File: src/rtl/core/mmp_pkg.sv
// ----------------------------------------------------------------------------
// mmp_pkg : shared types for the minimax path unit
// Beat formats, distance unit request and response, sequencer states.
// ----------------------------------------------------------------------------
`default_nettype none

package mmp_pkg;

  localparam int COORD_W = 16;
  localparam int MAG_W   = 16;
  localparam int SQ_W    = 32;
  localparam int DIST_W  = 33;

  typedef struct packed {
    logic signed [COORD_W-1:0] px;
    logic signed [COORD_W-1:0] py;
    logic                      last_point;
  } in_beat_t;

  typedef struct packed {
    logic [DIST_W-1:0] bottleneck_sq;
    logic              valid_res;
    logic              overflow;
  } out_beat_t;

  typedef struct packed {
    logic                      start;
    logic signed [COORD_W-1:0] ax;
    logic signed [COORD_W-1:0] ay;
    logic signed [COORD_W-1:0] bx;
    logic signed [COORD_W-1:0] by;
  } dist_req_t;

  typedef struct packed {
    logic              done;
    logic [DIST_W-1:0] sq_len;
  } dist_rsp_t;

  typedef enum logic [2:0] {
    D_IDLE,
    D_SQX,
    D_SQY,
    D_SUM,
    D_DONE
  } dist_state_t;

  typedef enum logic [3:0] {
    T_LOAD,
    T_MARK,
    T_MARK_WAIT,
    T_UPD_RD,
    T_UPD_ST,
    T_UPD_WAIT,
    T_SCAN_RD,
    T_SCAN_CMP,
    T_RES_RD,
    T_EMIT
  } top_state_t;

endpackage

`default_nettype wire

File: src/rtl/core/mmp_dist_unit.sv
// ----------------------------------------------------------------------------
// mmp_dist_unit : squared Euclidean distance unit
// One squaring multiplier used twice per request, sum registered at the end.
// ----------------------------------------------------------------------------
`default_nettype none

module mmp_dist_unit (
  input  wire logic               clk,
  input  wire logic               rst,
  input  wire mmp_pkg::dist_req_t req,
  output mmp_pkg::dist_rsp_t      rsp
);

  mmp_pkg::dist_state_t state, state_next;

  logic signed [mmp_pkg::COORD_W:0] dxs, dys;
  logic        [mmp_pkg::COORD_W:0] dxm, dym;
  logic        [mmp_pkg::MAG_W-1:0] adx, ady, mop;
  logic        [mmp_pkg::SQ_W-1:0]  prod, sqx, sqy;
  logic        [mmp_pkg::DIST_W-1:0] dsum;

  assign dxs = {req.ax[mmp_pkg::COORD_W-1], req.ax} - {req.bx[mmp_pkg::COORD_W-1], req.bx};
  assign dys = {req.ay[mmp_pkg::COORD_W-1], req.ay} - {req.by[mmp_pkg::COORD_W-1], req.by};
  assign dxm = dxs[mmp_pkg::COORD_W] ? ((mmp_pkg::COORD_W+1)'(0) - dxs) : dxs;
  assign dym = dys[mmp_pkg::COORD_W] ? ((mmp_pkg::COORD_W+1)'(0) - dys) : dys;

  assign mop  = (state == mmp_pkg::D_SQX) ? adx : ady;
  assign prod = mmp_pkg::SQ_W'(mop) * mmp_pkg::SQ_W'(mop);

  always_ff @(posedge clk) begin
    if (rst) begin
      state <= mmp_pkg::D_IDLE;
    end else begin
      state <= state_next;
    end
  end

  always_comb begin
    state_next = state;
    unique case (state)
      mmp_pkg::D_IDLE: if (req.start) state_next = mmp_pkg::D_SQX;
      mmp_pkg::D_SQX:  state_next = mmp_pkg::D_SQY;
      mmp_pkg::D_SQY:  state_next = mmp_pkg::D_SUM;
      mmp_pkg::D_SUM:  state_next = mmp_pkg::D_DONE;
      mmp_pkg::D_DONE: state_next = mmp_pkg::D_IDLE;
      default:         state_next = mmp_pkg::D_IDLE;
    endcase
  end

  always_ff @(posedge clk) begin
    if (state == mmp_pkg::D_IDLE && req.start) begin
      adx <= dxm[mmp_pkg::MAG_W-1:0];
      ady <= dym[mmp_pkg::MAG_W-1:0];
    end
    if (state == mmp_pkg::D_SQX) sqx <= prod;
    if (state == mmp_pkg::D_SQY) sqy <= prod;
    if (state == mmp_pkg::D_SUM) dsum <= mmp_pkg::DIST_W'(sqx) + mmp_pkg::DIST_W'(sqy);
  end

  assign rsp.done   = (state == mmp_pkg::D_DONE);
  assign rsp.sq_len = dsum;

endmodule

`default_nettype wire

File: config.mk
export PLATFORM = sky130hd
export DESIGN_NAME = mmp_dist_unit
export DESIGN_NICKNAME = d
export VERILOG_FILES = /design/src/rtl/core/mmp_pkg.sv /design/src/rtl/core/mmp_dist_unit.sv
export SDC_FILE = /design/constraint.sdc
export NUM_CORES = 1
export LEC_CHECK = 0
export BUFFER_PORTS_ARGS = -buffer_cell sky130_fd_sc_hd__clkbuf_2
export CAP_MARGIN = 20
export CORE_MARGIN = 2
export CORE_UTILIZATION = 38
export CTS_BUF_LIST = sky130_fd_sc_hd__clkbuf_2
export DETAILED_ROUTE_END_ITERATION = 10
export GPL_ROUTABILITY_DRIVEN = 0
export SETUP_SLACK_MARGIN = 0.4
export SLEW_MARGIN = 10
export SYNTH_ARGS = -nofsm -noshare
export SYNTH_HDL_FRONTEND = slang
export SYNTH_SLANG_ARGS = --single-unit
File: constraint.sdc
create_clock -name clk -period 11.9 [get_ports clk]
set_input_delay 1.19 -clock clk [delete_from_list [all_inputs] [get_ports clk]]
set_output_delay 1.19 -clock clk [all_outputs]
set_load 0.02 [all_outputs]
==> flow_summary.toml, run 1 <==
[route]
drtPass1Iterations = 5
drc = 0
routedWlPerCell_um = 14.3
avgViaCountPerCell = 4.88
drtAntennaViolNets = 0
drt_wl_total_um = 30200
m1WireLength_um = 13900
drt-initial-drc-count = 463
top_layer_used = "met4"
wl_met3_um = 1450
wl_met2_um = 14200
num_vias = 10300

[clock_network]
cts_tree = "yes"
hold_buffers = 0
cts-buffers-inserted = 17
clk_pin_slew_ps = 190
post_cts_buffers = 0
cts_resized = 0
cts_max_level = 4
clk_latency_ps = 720
cts_buffer_depth = 2
clkSinkCount = 130
root_buffer = "clkbuf_2"

[job]
cap_viol_max_count = 0

[hold_path]
holdCritStartpoint = "sqy[0]"
hp-class = "reg -> reg"

[global_route]
antenna_found_initial = 1
grt_pass1_wl_um = 51800
overflow = 0
grt_max_degree = 52
grt_use_total = 0.158
grt_pass1_vias = 10700

[yosys]
post_synth.cell_area_avg_um2 = 9.98
yosysSeqAreaShare = 0.264
ys_async_sr_fraction = 0
synthCells = 1473
synth_top_area_share = 0.260
yosys.area.top_type = "edfxtp_1"
syn_area_um2 = 14700
yosys_most_used_dff = "edfxtp_1"
yosys-top-cells-area = "edfxtp_1, fa_1, ha_1, inv_1, xnor2_1"
yosysUniqueCellTypes = 73
yosys_register_bits = 130
synth_edf_count = 127
syn-num-nets = 1866
yosysWarnings = 0

[die]
ios = 101
fp.dieArea_um2 = 40300
fp.dieH_um = 201
start_util = 0.383
die-width_um = 201
num_rows = 72
core-area_um2 = 38400

[worst_setup_path]
cp-start-kind = "register"
r2r_start = "state[0]"
crit_start = "state[0]"
end_kind = "register"
crit_required_ps = 12400
crit_type = "reg -> reg"
cp.arrival_ps = 9780
cp_max_fo = 51

[sta]
tightest_slew_ps = 1000
finalHoldViolCount = 0
rsz0062_at_grt = "false"
setup-violations-final = 0
min_period_ps = 9290
final.setup.tns_ps = 0
max_slew_margin = 0.331
slew_violations = 0
fin_crit_sh = 0.780
fmax_mhz = 108
skew_ps = 27.5

[run_status]
outcome = "finished, final reports clean"

[layout]
drive_gt1_frac = 0.103
n_fill_cell = 3807
nets = 1965
areaGrowthSynthToFinish_pct = 9.16

[placed_design]
port_buffers = 100
dp_hpwl_um = 25300
==> final cells by class <==
class                   count  area, um^2  area share
multi-input cells        1021        9620       0.600
flip-flops and latches    130        3870       0.241
inverters                 295        1110      0.0690
well taps                 518         648      0.0404
repair buffers            107         553      0.0345
clock inverters            12         143     0.00889
clock buffers              18        90.1     0.00562
diodes                      2        5.00    0.000312
==> path summary, 6_finish.rpt <==
kind,endpoint,slack [ps],depth (start not counted)
worst max-delay path,sqy[31],2610,27
worst min-delay path,dsum[0],550,1
worst max register to register,sqy[31],2610,27
worst min register to register,dsum[0],550,1
==> stage by stage <==
stage | cell area [um^2] | hold slack [ps] | worst slack [ps] | std cells | utilization
6_report | 16000 | 554 | 2610 | 2103 | 0.418
5_1_grt | 16000 | 571 | 2060 | 2102 | 0.418
4_1_cts | 16000 | 552 | 2540 | 2101 | 0.418
3_5_place_dp | 15800 | 531 | 2550 | 2071 | 0.412
3_3_place_gp | 15800 | 523 | 2730 | 2071 | 0.412
2_1_floorplan | 14700 | 491 | 3300 | 1473 | -
==> flip-flops by register name, summed over array words and instances, names as in the netlist <==
name   count
sqx       31
sqy       31
adx       16
state      3
dsum      33
ady       16
==> cell usage after synthesis, types with 4 or more instances <==
cell	number
a211oi_1	14
a21o_1	32
a21oi_1	57
a31oi_1	9
and2_1	4
and3_1	16
clkbuf_1	25
clkinv_1	6
edfxtp_1	127
fa_1	165
ha_1	161
inv_1	289
mux2_2	10
mux2i_1	13
nand2_1	97
nand2b_1	7
nand3_1	20
nand4_1	8
nor2_1	117
nor2b_1	15
nor3_1	26
nor3b_1	4
nor4_1	4
o211ai_1	4
o21a_1	12
o21ai_0	22
o21ai_1	16
o21bai_1	9
o31a_1	6
o31ai_1	5
or2_2	4
xnor2_1	70
xor2_1	37
==> cells by family after synthesis <==
kind of cell / after synthesis / synth area share
buffers and inverters: 322 / 0.0829
muxes: 23 / 0.0165
adders and majority gates: 326 / 0.362
and+or+nand+nor: 335 / 0.104
DFF: 130 / 0.264
AOI/OAI and AO/OA: 229 / 0.106
xor gates and xnor gates: 108 / 0.0649
==> worst max-delay path: stages (launching register included) <==
cell       delay (ps)
dfxtp_1           500
nor3b_2           210
buf_4             610
mux2i_1           760
clkinv_1          530
nand2_1           250
inv_1              80
fa_1              530
inv_1              50
fa_1              520
inv_1              50
fa_1              500
inv_1              50
fa_1              470
inv_1              50
fa_1              520
inv_1              50
fa_1              520
inv_1              40
ha_1              350
o21a_1            200
o21ai_0           200
a211oi_1          110
a2111oi_1         910
o311ai_1          330
a221o_1           380
a21oi_1           180
xnor2_1            90
==> per-layer routing <==
metal  vias to the layer above  GRT usage
met5                         -          0
met4                         0     0.0503
met3                        40     0.0274
met2                       257      0.267
met1                      4877      0.208
li1                       5079          -
==> placed cells by master (no fill, tap or decap), types with 7 or more instances in the layout <==
cell / netlist / routed
a211oi_1: 14 / 14
a21o_1: 32 / 32
a21oi_1: 57 / 57
a31oi_1: 9 / 9
and3_1: 16 / 16
buf_4: 0 / 7
clkbuf_2: 0 / 118
clkinv_1: 6 / 7
edfxtp_1: 127 / 127
fa_1: 165 / 165
ha_1: 161 / 161
inv_1: 289 / 289
mux2_2: 10 / 10
mux2i_1: 13 / 13
nand2_1: 97 / 97
nand2b_1: 7 / 7
nand3_1: 20 / 20
nand4_1: 8 / 8
nor2_1: 117 / 117
nor2b_1: 15 / 15
nor3_1: 26 / 26
o21a_1: 12 / 12
o21ai_0: 22 / 22
o21ai_1: 16 / 16
o21bai_1: 9 / 9
xnor2_1: 70 / 70
xor2_1: 37 / 37
Power of run 1 is not shown: default switching activity piles up to over one toggle a cycle in this logic, so the estimate is an artifact.
==> inputs of run 2 (changes only) <==
Clock period 11.9 ns to 8.3 ns, I/O delays scaled along.
==> run 2 against run 1 <==
Compared with the run above: cell count increased by 1.7%; wire length grew 3.6%; via count up 1.3%; non-clock buffer count is 30 higher; sequential cell count unchanged; hold slack got worse by 340 ps; highest routed layer unchanged.
==> flow_summary.toml, run 2 (same netlist as run 1, synthesis figures left out) <==
[run_status]
outcome = "finished, final reports clean"

[sta]
final.setup.tns_ps = 0
skew_ps = 65.2
fmax_mhz = 131
max_slew_margin = 0.392
fin_crit_sh = 0.923
tightest_slew_ps = 909
finalHoldViolCount = 0
setup-violations-final = 0
min_period_ps = 7660
rsz0062_at_grt = "false"
hold_ws_ps = 212
slew_violations = 0

[die]
ios = 101
die-width_um = 201
fp.dieH_um = 201
num_rows = 72
core-area_um2 = 38400
start_util = 0.383
fp.dieArea_um2 = 40300

[layout]
fin_area_um2 = 16400
layout_commonest_cell = "inv_1"
fin_util = 0.428
multi_input_area_um2 = 9680
largest_register_ff_count = 33
nets = 1996
n_fill_cell = 3716
biggestRegsByFlops = "dsum: 33 flops, sqx: 31 flops, sqy: 31 flops"
drive_gt1_frac = 0.132
areaGrowthSynthToFinish_pct = 11.8
regMostFlops = "dsum"
ff_latch_area_um2 = 3880
final_cell_mix = "inv_1, fa_1, ha_1"

[clock_network]
cts-buffers-inserted = 17
root_buffer = "clkbuf_2"
cts_buffer_depth = 2
cts_tree = "yes"
clk_latency_ps = 770
hold_buffers = 0
clkSinkCount = 130
cts_max_level = 4
clk_pin_slew_ps = 250

[hold_path]
holdCritStartpoint = "rst"
min_delay_path_depth = 2
hold_end = "state[0]"
hp-class = "in -> reg"

[worst_setup_path]
r2r_slack_ps = 640
worst-path-buf-inv = 7
max_stage_delay_ps = 560
r2r_start = "state[0]"
slowest_stage = "fa_1"
path_delay_family = "adder cells"
end_kind = "register"
crit_top_cell = "fa_1"
rr_endpoint = "sqy[31]"
ff2ff_path_depth = 25
crit_type = "reg -> reg"
cp.arrival_ps = 8140
cp_max_fo = 7
cp-start-kind = "register"
crit_required_ps = 8790

[job]
cap_viol_max_count = 0

[placed_design]
dpl-instance-area_um2 = 15900
port_buffers = 100
dp_hpwl_um = 25500

[global_route]
overflow = 0
antenna_found_initial = 2
grt_use_total = 0.159
grt_pass1_vias = 10700
grt_max_degree = 35
grt_pass1_wl_um = 51600

[route]
drt_wl_total_um = 31200
drt-initial-drc-count = 517
drtPass1Iterations = 6
drtAntennaViolNets = 0
drc = 0
routedWlPerCell_um = 14.6
avgViaCountPerCell = 4.86
num_vias = 10400
[run 2: per-layer routing]
| layer | track usage | vias to the layer above | share of wire |
|---|---|---|---|
| met3 | 0.0286 | 53 | 0.055 |
| met5 | 0 | - | 0 |
| met2 | 0.275 | 285 | 0.48 |
| li1 | - | 5149 | - |
| met4 | 0.0479 | 0 | 0.023 |
| met1 | 0.203 | 4895 | 0.45 |
[run 2: worst max-delay path by stage]
| stage | cells past startpoint | end | slack, ps | start |
|---|---|---|---|---|
| after floorplan | 26 | sqx[31] | 490 | state[0] |
| after detailed placement | 26 | sqx[31] | 400 | state[0] |
| after global placement | 25 | sqx[31] | 580 | state[0] |
| final | 25 | sqy[31] | 640 | state[0] |
| after CTS | 26 | sqy[31] | 450 | state[0] |
| after global routing | 26 | sqy[31] | 340 | state[0] |
[run 2: what timing repair did]
action	4_1_cts	5_1_grt
endpoints found under the setup margin	4	16
setup buffers	0	17
resized for setup	4	29
gates cloned	0	3
pin swaps	0	2
[run 2: layout make-up]
cell class | count | share of cell area
Clock buffer | 19 | 0.00579
Antenna cell | 4 | 0.000609
Clock inverter | 13 | 0.0111
Multi-Input combinational cell | 1021 | 0.589
Sequential cell | 130 | 0.236
Inverter | 295 | 0.0695
Timing Repair inverter | 1 | 0.000305
Timing Repair Buffer | 137 | 0.0480
Tap cell | 518 | 0.0394
[run 2: stage by stage]
step / setup WS (ps) / instances
3_5_place_dp: 396 / 2082
6_report: 642 / 2138
5_1_grt: 338 / 2138
4_1_cts: 445 / 2114
2_1_floorplan: 489 / 1473
3_3_place_gp: 584 / 2082
Power of run 2 is left out for the same reason.
==> inputs of run 3 (changes only) <==
Settings changed: CORE_UTILIZATION 38 to 58, PLACE_DENSITY set to 0.8, TNS_END_PERCENT set to 5.
==> run 3 against run 2 <==
Compared with the run above: cell area decreased by 2.5%; clock-buffer cell count shrank 1; hold slack lost 5.7 ps; wire length decreased by 0.94%; first-iteration DRC count up 31%; critical path depth is 1 higher; setup slack improved by 160 ps; sequential cell count is the same; core utilization is 21 points higher; critical endpoint is now sqx[31].
==> flow_summary.toml, run 3 (same netlist as run 1, synthesis figures left out) <==
[clock_network]
cts_max_level = 4
clkSinkCount = 130
cts_tree = "yes"
cts-buffers-inserted = 17
root_buffer = "clkbuf_2"
cts_buffer_depth = 2
clk_pin_slew_ps = 250
clk_latency_ps = 780

[route]
drtAntennaViolNets = 0
avgViaCountPerCell = 5.59
routedWlPerCell_um = 16.0
num_vias = 10800
drt-initial-drc-count = 676
drt_wl_total_um = 31000
drc = 0
drtPass1Iterations = 7

[layout]
layout_commonest_cell = "inv_1"
largest_register_ff_count = 33
regMostFlops = "dsum"
drive_gt1_frac = 0.126
finalNonFillerCells = 1935
biggestRegsByFlops = "dsum: 33 flops, sqx: 31 flops, sqy: 31 flops"
ff_latch_area_um2 = 3880
multi_input_area_um2 = 9660
areaGrowthSynthToFinish_pct = 9.03
n_fill_cell = 1980
nets = 1984
final_cell_mix = "inv_1, fa_1, ha_1"

[placed_design]
place_ws_ps = 313
dp_hpwl_um = 25300
place_inst = 1894
port_buffers = 100

[die]
core-area_um2 = 25000
ios = 101
start_util = 0.587
die-width_um = 163
fp.dieArea_um2 = 26600
fp.dieH_um = 163
num_rows = 58

[global_route]
grt_pass1_wl_um = 51700
grt_pass1_vias = 11400
overflow = 0
antenna_found_initial = 2
grt_max_degree = 35
grt_use_total = 0.245

[sta]
skew_ps = 44.2
final.setup.tns_ps = 0
fin_crit_sh = 0.904
max_slew_margin = 0.393
tightest_slew_ps = 907
rsz0062_at_grt = "false"
setup_ws_ps = 798
min_period_ps = 7500
fmax_mhz = 133
setup-violations-final = 0
finalHoldViolCount = 0
slew_violations = 0

[worst_setup_path]
cp_max_fo = 10
crit_type = "reg -> reg"
crit_required_ps = 8830
end_kind = "register"
cp-start-kind = "register"
cp.arrival_ps = 8030

[run_status]
outcome = "finished, final reports clean"

[job]
cap_viol_max_count = 0

[hold_path]
hp-class = "in -> reg"
[run 3: worst paths after layout]
| kind | from | endpoint | slack (ps) | depth (start not counted) |
|---|---|---|---|---|
| min | rst | state[1] | 210 | 2 |
| max reg2reg | state[0] | sqx[31] | 800 | 26 |
| min reg2reg | state[0] | state[0] | 510 | 1 |
| max | state[0] | sqx[31] | 800 | 26 |
[run 3: worst max-delay path, stage by stage, from the launching register on]
cell	delay (ps)
dfxtp_4	450
nor3b_4	290
buf_6	220
mux2_2	440
clkinvlp_4	190
nor2_1	90
fa_1	530
inv_1	50
fa_1	480
inv_1	60
fa_1	510
fa_1	470
fa_1	510
inv_1	50
fa_1	480
inv_1	40
ha_1	320
o21ai_1	150
nand2b_1	130
nand3_1	120
or4b_1	450
a2111oi_2	220
buf_4	200
o311ai_2	150
a221o_1	350
a21oi_1	180
xnor2_1	100
[run 3: repair_timing]
action	4_1_cts	5_1_grt
setup endpoints to repair	5	16
resized for setup	3	22
hold buffers	0	0
gates cloned	0	1
buffers inserted	0	7
[run 3: final cells by class]
cell class                 instances  area share
multi-input combinational       1021       0.603
clock inverter                    14     0.00961
antenna                            1    0.000156
inverter                         295      0.0698
clock buffer                      18     0.00562
sequential                       130       0.242
timing repair buffer             126      0.0437
tap                              330      0.0258
[run 3: routing by layer]
metal,up-vias,global-route usage,share of wire
met5,-,0,0
met4,0,0.124,0.048
met3,100,0.0378,0.073
met2,446,0.434,0.49
met1,5146,0.289,0.39
li1,5128,-,-
[run 3: per-stage QoR]
step           hold slack, ps  cell area, um^2   util
6_report                  206            16000  0.640
5_1_grt                   170            16000  0.640
4_1_cts                   168            15900  0.635
3_5_place_dp              526            15700  0.625
3_3_place_gp              525            15700  0.625
2_1_floorplan             491            14700      -
Power of run 3 is left out for the same reason.
